`config.mk`:
```
export PLATFORM = sky130hd
export DESIGN_NAME = ppm_ctrl
export DESIGN_NICKNAME = d
export VERILOG_FILES = /design/src/ppm_pkg.sv /design/src/ppm_ctrl.sv
export SDC_FILE = /design/constraint.sdc
export NUM_CORES = 1
export LEC_CHECK = 0
export BUFFER_PORTS_ARGS = -buffer_cell sky130_fd_sc_hd__buf_2
export CAP_MARGIN = 20
export CORE_AREA = 4 4 41 43
export CTS_CLUSTER_DIAMETER = 200
export DETAILED_ROUTE_END_ITERATION = 16
export DIE_AREA = 0 0 45 47
export MAX_ROUTING_LAYER = met4
export SKIP_LAST_GASP = 1
export SLEW_MARGIN = 20
export SYNTH_ARGS = -nofsm -noshare
export SYNTH_HDL_FRONTEND = slang
export SYNTH_SLANG_ARGS = --single-unit
```
`constraint.sdc`:
```
create_clock -name clk_i -period 1.8 [get_ports clk_i]
set_input_delay 0.09 -clock clk_i [delete_from_list [all_inputs] [get_ports clk_i]]
set_output_delay 0.09 -clock clk_i [all_outputs]
set_load 0.01 [all_outputs]
```
`src/ppm_pkg.sv`:
```
// ============================================================================
// ppm_pkg
// Shared types and constants of the phrase position matcher.
// ============================================================================
package ppm_pkg;

  localparam int unsigned MAX_TERMS_DEF = 8;
  localparam int unsigned MAX_HITS_DEF  = 32;

  localparam int unsigned ELEM_W       = 32;
  localparam int unsigned POS_W        = 32;
  localparam int unsigned TERM_IDX_W   = 3;
  localparam int unsigned TERM_COUNT_W = 4;
  localparam int unsigned OCC_W        = 6;

  localparam int unsigned CFG_IDX_W  = 2;
  localparam int unsigned CFG_DATA_W = 4;

  // Configuration register indexes.
  localparam logic [CFG_IDX_W-1:0] CFG_TERM_COUNT     = 2'd0;
  localparam logic [CFG_IDX_W-1:0] CFG_EMIT_POSITIONS = 2'd1;

  // Input opcodes.
  localparam logic OP_LOAD = 1'b0;
  localparam logic OP_EVAL = 1'b1;

  // Result kinds.
  localparam logic KIND_OCCURRENCE = 1'b0;
  localparam logic KIND_SUMMARY    = 1'b1;

  typedef struct packed {
    logic                  opcode;
    logic [TERM_IDX_W-1:0] term_index;
    logic [ELEM_W-1:0]     hit_element;
    logic [POS_W-1:0]      hit_position;
  } ppm_in_t;

  typedef struct packed {
    logic             kind;
    logic [ELEM_W-1:0] match_element;
    logic [POS_W-1:0]  match_start;
    logic             phrase_found;
    logic [OCC_W-1:0] occurrence_count;
    logic             overflowed;
    logic             last;
  } ppm_out_t;

  // Commands from the controller to the datapath.
  typedef struct packed {
    logic load;          // store the accepted hit
    logic init;          // start an evaluation
    logic rd_anchor;     // read term-0 entry at the anchor cursor
    logic latch_anchor;  // capture the anchor and restart the term walk
    logic rd_term;       // read the entry of the current term at the scan cursor
    logic term_next;     // current term satisfied, go on to the next term
    logic scan_next;     // advance the scan cursor within the current term
    logic occur;         // anchor matched: count it and emit if enabled
    logic anchor_next;   // advance to the next anchor
    logic summary;       // emit the summary and clear the counts and overflow flag
  } ppm_cmd_t;

  // Status from the datapath to the controller.
  typedef struct packed {
    logic anchor_done;   // all term-0 hits visited
    logic term_done;     // all phrase terms satisfied
    logic scan_done;     // current term list exhausted
    logic hit;           // read entry equals the wanted hit
  } ppm_sts_t;

endpackage

```
`src/ppm_ctrl.sv`:
```
// ============================================================================
// ppm_ctrl
// Controller that sequences loads, the anchor walk and the term scans.
// ============================================================================
module ppm_ctrl
  import ppm_pkg::*;
(
  input  logic     clk_i,
  input  logic     rst_ni,
  input  logic     start_i,
  input  logic     opcode_i,
  input  ppm_sts_t sts_i,
  output ppm_cmd_t cmd_o,
  output logic     busy_o
);

  typedef enum logic [2:0] {
    ST_IDLE,
    ST_A_RD,
    ST_A_LAT,
    ST_S_RD,
    ST_S_CMP,
    ST_SUM
  } state_e;

  state_e state_q, state_d;

  always_comb begin
    state_d = state_q;
    cmd_o   = '0;
    case (state_q)
      ST_IDLE: begin
        if (start_i) begin
          if (opcode_i == OP_EVAL) begin
            cmd_o.init = 1'b1;
            state_d    = ST_A_RD;
          end else begin
            cmd_o.load = 1'b1;
          end
        end
      end
      ST_A_RD: begin
        if (sts_i.anchor_done) begin
          state_d = ST_SUM;
        end else begin
          cmd_o.rd_anchor = 1'b1;
          state_d         = ST_A_LAT;
        end
      end
      ST_A_LAT: begin
        cmd_o.latch_anchor = 1'b1;
        state_d            = ST_S_RD;
      end
      ST_S_RD: begin
        if (sts_i.term_done) begin
          cmd_o.occur       = 1'b1;
          cmd_o.anchor_next = 1'b1;
          state_d           = ST_A_RD;
        end else if (sts_i.scan_done) begin
          cmd_o.anchor_next = 1'b1;
          state_d           = ST_A_RD;
        end else begin
          cmd_o.rd_term = 1'b1;
          state_d       = ST_S_CMP;
        end
      end
      ST_S_CMP: begin
        if (sts_i.hit) begin
          cmd_o.term_next = 1'b1;
        end else begin
          cmd_o.scan_next = 1'b1;
        end
        state_d = ST_S_RD;
      end
      ST_SUM: begin
        cmd_o.summary = 1'b1;
        state_d       = ST_IDLE;
      end
      default: begin
        state_d = ST_IDLE;
      end
    endcase
  end

  always_ff @(posedge clk_i or negedge rst_ni) begin
    if (!rst_ni) begin
      state_q <= ST_IDLE;
    end else begin
      state_q <= state_d;
    end
  end

  assign busy_o = (state_q != ST_IDLE);

endmodule

```
==> results.rst <==
.. list-table::
   :header-rows: 1

   * - Metric
     - Value
   * - Worst setup slack for register-to-register paths
     - 0.46 ns
   * - Most common cell in the netlist
     - nor2_1
   * - Total power consumption of the routed design
     - 0.611 mW
   * - Worst vdd ir
     - 429 uV
   * - WP data arrival
     - 1.41 ns
   * - Antenna Diode Count
     - 0
   * - Final global-route overflow total
     - 0
   * - Reg2Reg Launch Point
     - state_q[1]
   * - Number of global-route vias before repair
     - 295
   * - Number of antenna violations at the first check in global routing
     - 0
   * - Required time reported for the critical path endpoint
     - 1.71 ns
   * - Total standard cell area after synthesis
     - about 260 um2
   * - Final critical-path setup slack
     - 0.302 ns
   * - Share of async-settable or async-resettable flops after synthesis
     - 100%
   * - Class of the tightest hold or removal check
     - input port to flip-flop
   * - Detailed-route wire length
     - 700 um
   * - Detailed-route via count
     - roughly 310
   * - Global routing usage summed across all routing layers
     - under 10%
   * - Synthesized flop and latch total
     - 3
   * - I/O pins
     - 19
   * - Largest registers
     - state_q: 3 flops
   * - Number of gates resized after CTS
     - 0
   * - Unrepaired setup endpoints after global routing
     - false
   * - Cell depth of the worst hold path
     - 3
   * - Final core utilization
     - 30.2%
   * - Setup skew after layout
     - between 0.0009 and 0.001 ns
   * - Detailed router's first-iteration violation count
     - 3
   * - Worst flop-to-flop path endpoint
     - state_q[0]
   * - Remaining design rule violation count
     - 0
   * - Maximum level of the CTS H-tree
     - 1
   * - Capturing element type of the critical path
     - output port
   * - TritonCTS Buffers
     - 3
   * - Number of flops mapped to enable cells by yosys
     - 0
   * - Prevailing post-synth register cell
     - dfrtp_1
   * - Cell types occupying the most area after synthesis
     - dfrtp_1 (29%), nor2_1 (8.7%), a221oi_2 (5.8%), nor3b_1 (5.8%), and3_1 (4.8%)
   * - Total core area
     - 1300 um2
   * - Total setup violations reported at the end of the flow
     - 0
   * - Total iterations of the first detailed-routing run
     - 2
   * - Dominant cell type by area after synthesis
     - dfrtp_1
   * - Clock Tree Root
     - clkbuf_4
   * - Worst-case reg-to-reg path depth
     - 3
   * - Start point of the worst hold path
     - start_i
   * - Detail Placement HPWL
     - ~560 um
   * - Final count of pins violating max slew
     - 0
   * - Overall die area
     - 2120 um2
   * - Number of instances in the synthesized netlist
     - 33
   * - Total Neg Setup Slack
     - 0 ns
   * - CTS tree
     - done
   * - Post-synthesis sequential area ratio
     - 28.8%
   * - Post-synth top area share
     - between 20% and 30%
   * - Number of distinct standard cells referenced by the synthesized netlist
     - 19
   * - MaxCap Viol Count
     - 0
   * - Number of inserted filler cells in the final layout
     - approximately 150
   * - Floorplan die height
     - between 40 and 50 um
   * - Clock period minus worst slack
     - 1.50 ns
   * - Antenna Violating Nets Remaining
     - 0
   * - Final estimated routing congestion in global placement
     - approximately 0.72
   * - Hold endpoint
     - state_q[0]
   * - Largest net degree at the start of global routing
     - 14
   * - Initial core utilization
     - 20.0%
   * - Crit path kind
     - flip-flop to output port
   * - Number of nets in the layout
     - 63
   * - Post-Place Worst Slack
     - 0.478 ns
   * - Clock Tree Buf Depth
     - 2
   * - Crit start category
     - flip-flop
   * - Leakage power
     - 0.210 nW
   * - Average wire length per cell after detail routing
     - 10.1 um
   * - Area growth, synth to finish
     - 51.0%
   * - First-pass GRT wire length
     - 1.17 mm
   * - Number of cell rows
     - 13
   * - Routed vias/inst
     - 4.45
   * - Hold violation total from the final report
     - 0
   * - Worst slew margin
     - between 70% and 80%
   * - Share of the cycle needed by the critical path after routing
     - a little over four fifths
   * - Most frequent cells after synthesis
     - nor2_1 (6), dfrtp_1 (3), nand2_1 (3)
   * - Peak Freq
     - 667 MHz
   * - Sink count of the clock tree
     - 3
   * - Insertion delay of the later-clocked pin in the worst-skew pair
     - 0.24 ns
   * - Width of the chip
     - 45 um
   * - Post-Synthesis Mean Instance Area
     - between 7 and 8 um2
   * - Share of cells above drive strength 1
     - 44.4%
   * - Outcome
     - completed
   * - Count of warnings emitted by yosys
     - 0
   * - Clock-pin transition on the worst setup and hold timing paths
     - about 0.040 ns
   * - Max reg flops
     - 3
   * - Max FO, Critical Path
     - 13
   * - Input/output buffers
     - 18
   * - Register ranked first by flip-flop count
     - state_q
   * - Transition time of the tightest slew-check pin
     - between 0.4 and 0.5 ns
   * - Power per cell area
     - 1550 nW/um2
   * - Number of nets in the synthesized netlist
     - 41
-- worst max path at each step --
stage	cells after the start	slack, ns	end	startpoint
5_1_grt	4	0.14	cmd_o[9]	state_q[1]
4_1_cts	3	0.29	cmd_o[8]	state_q[1]
3_3_place_gp	3	0.54	state_q[0]	state_q[1]
3_5_place_dp	3	0.48	state_q[0]	state_q[1]
6_report	3	0.30	cmd_o[8]	state_q[1]
2_1_floorplan	4	0.67	cmd_o[9]	state_q[1]
-- final cells by class --
class,instances,area [um2],area share (%)
multi-input cells,26,165,42.0
repair buffers,19,100,25.5
flip-flops and latches,3,75.1,19.1
clock buffers,4,26.3,6.69
inverters,2,7.51,1.91
well taps,15,18.8,4.78
-- worst max-delay path, cell delays in order (launching register included) --
cell and delay, ns:
dfrtp_1 0.51, nor3_2 0.34, and3_1 0.19, buf_2 0.12
-- report_power, final --
part | switching, mW | internal, mW
Combinational | 0.148 | 0.154
Sequential | 0.0869 | 0.100
Clock | 0.0384 | 0.0833
-- placed cells by master (no fill, tap or decap) --
master	n
a211o_1	1
a21oi_1	1
a221oi_2	1
and3_1	2
buf_2	18
clkbuf_1	1
clkbuf_4	3
dfrtp_1	3
dlygate4sd3_1	1
inv_1	2
mux2_2	1
mux2i_1	1
nand2_1	3
nand2b_1	1
nor2_1	6
nor2b_1	2
nor3_1	2
nor3_2	1
nor3b_1	2
nor4_1	1
nor4b_1	1
-- cells by family after synthesis --
kind of cell           count (synthesis)  synth area share [%]
flip-flops                             3                  28.8
buffers and inverters                  4                  7.69
AND/OR/NAND/NOR                       21                  44.2
multiplexers                           2                  8.17
AO/OA/AOI/OAI                          3                  11.1
-- what timing repair did --
action | CTS | global route
hold buffers | 1 | 0
buffers inserted | 0 | 0
hold endpoints to repair | 3 | 0
-- routing by layer --
layer | global-route usage [%] | share of wire (%) | vias up
li1 | - | - | 160
met2 | 12.1 | 48 | 12
met5 | - | 0 | -
met3 | 3.83 | 6.9 | 3
met1 | 8.22 | 42 | 132
met4 | 10.5 | 3.3 | 0
-- stage by stage --
step | instances | hold slack (ns) | area, um2
floorplan | 33 | -0.206 | 260
global placement | 64 | -0.112 | 357
detailed placement | 64 | -0.114 | 357
CTS | 69 | 0.123 | 393
global route | 69 | 0.150 | 393
finish | 69 | 0.129 | 393
(Power assumes the default switching activity.)
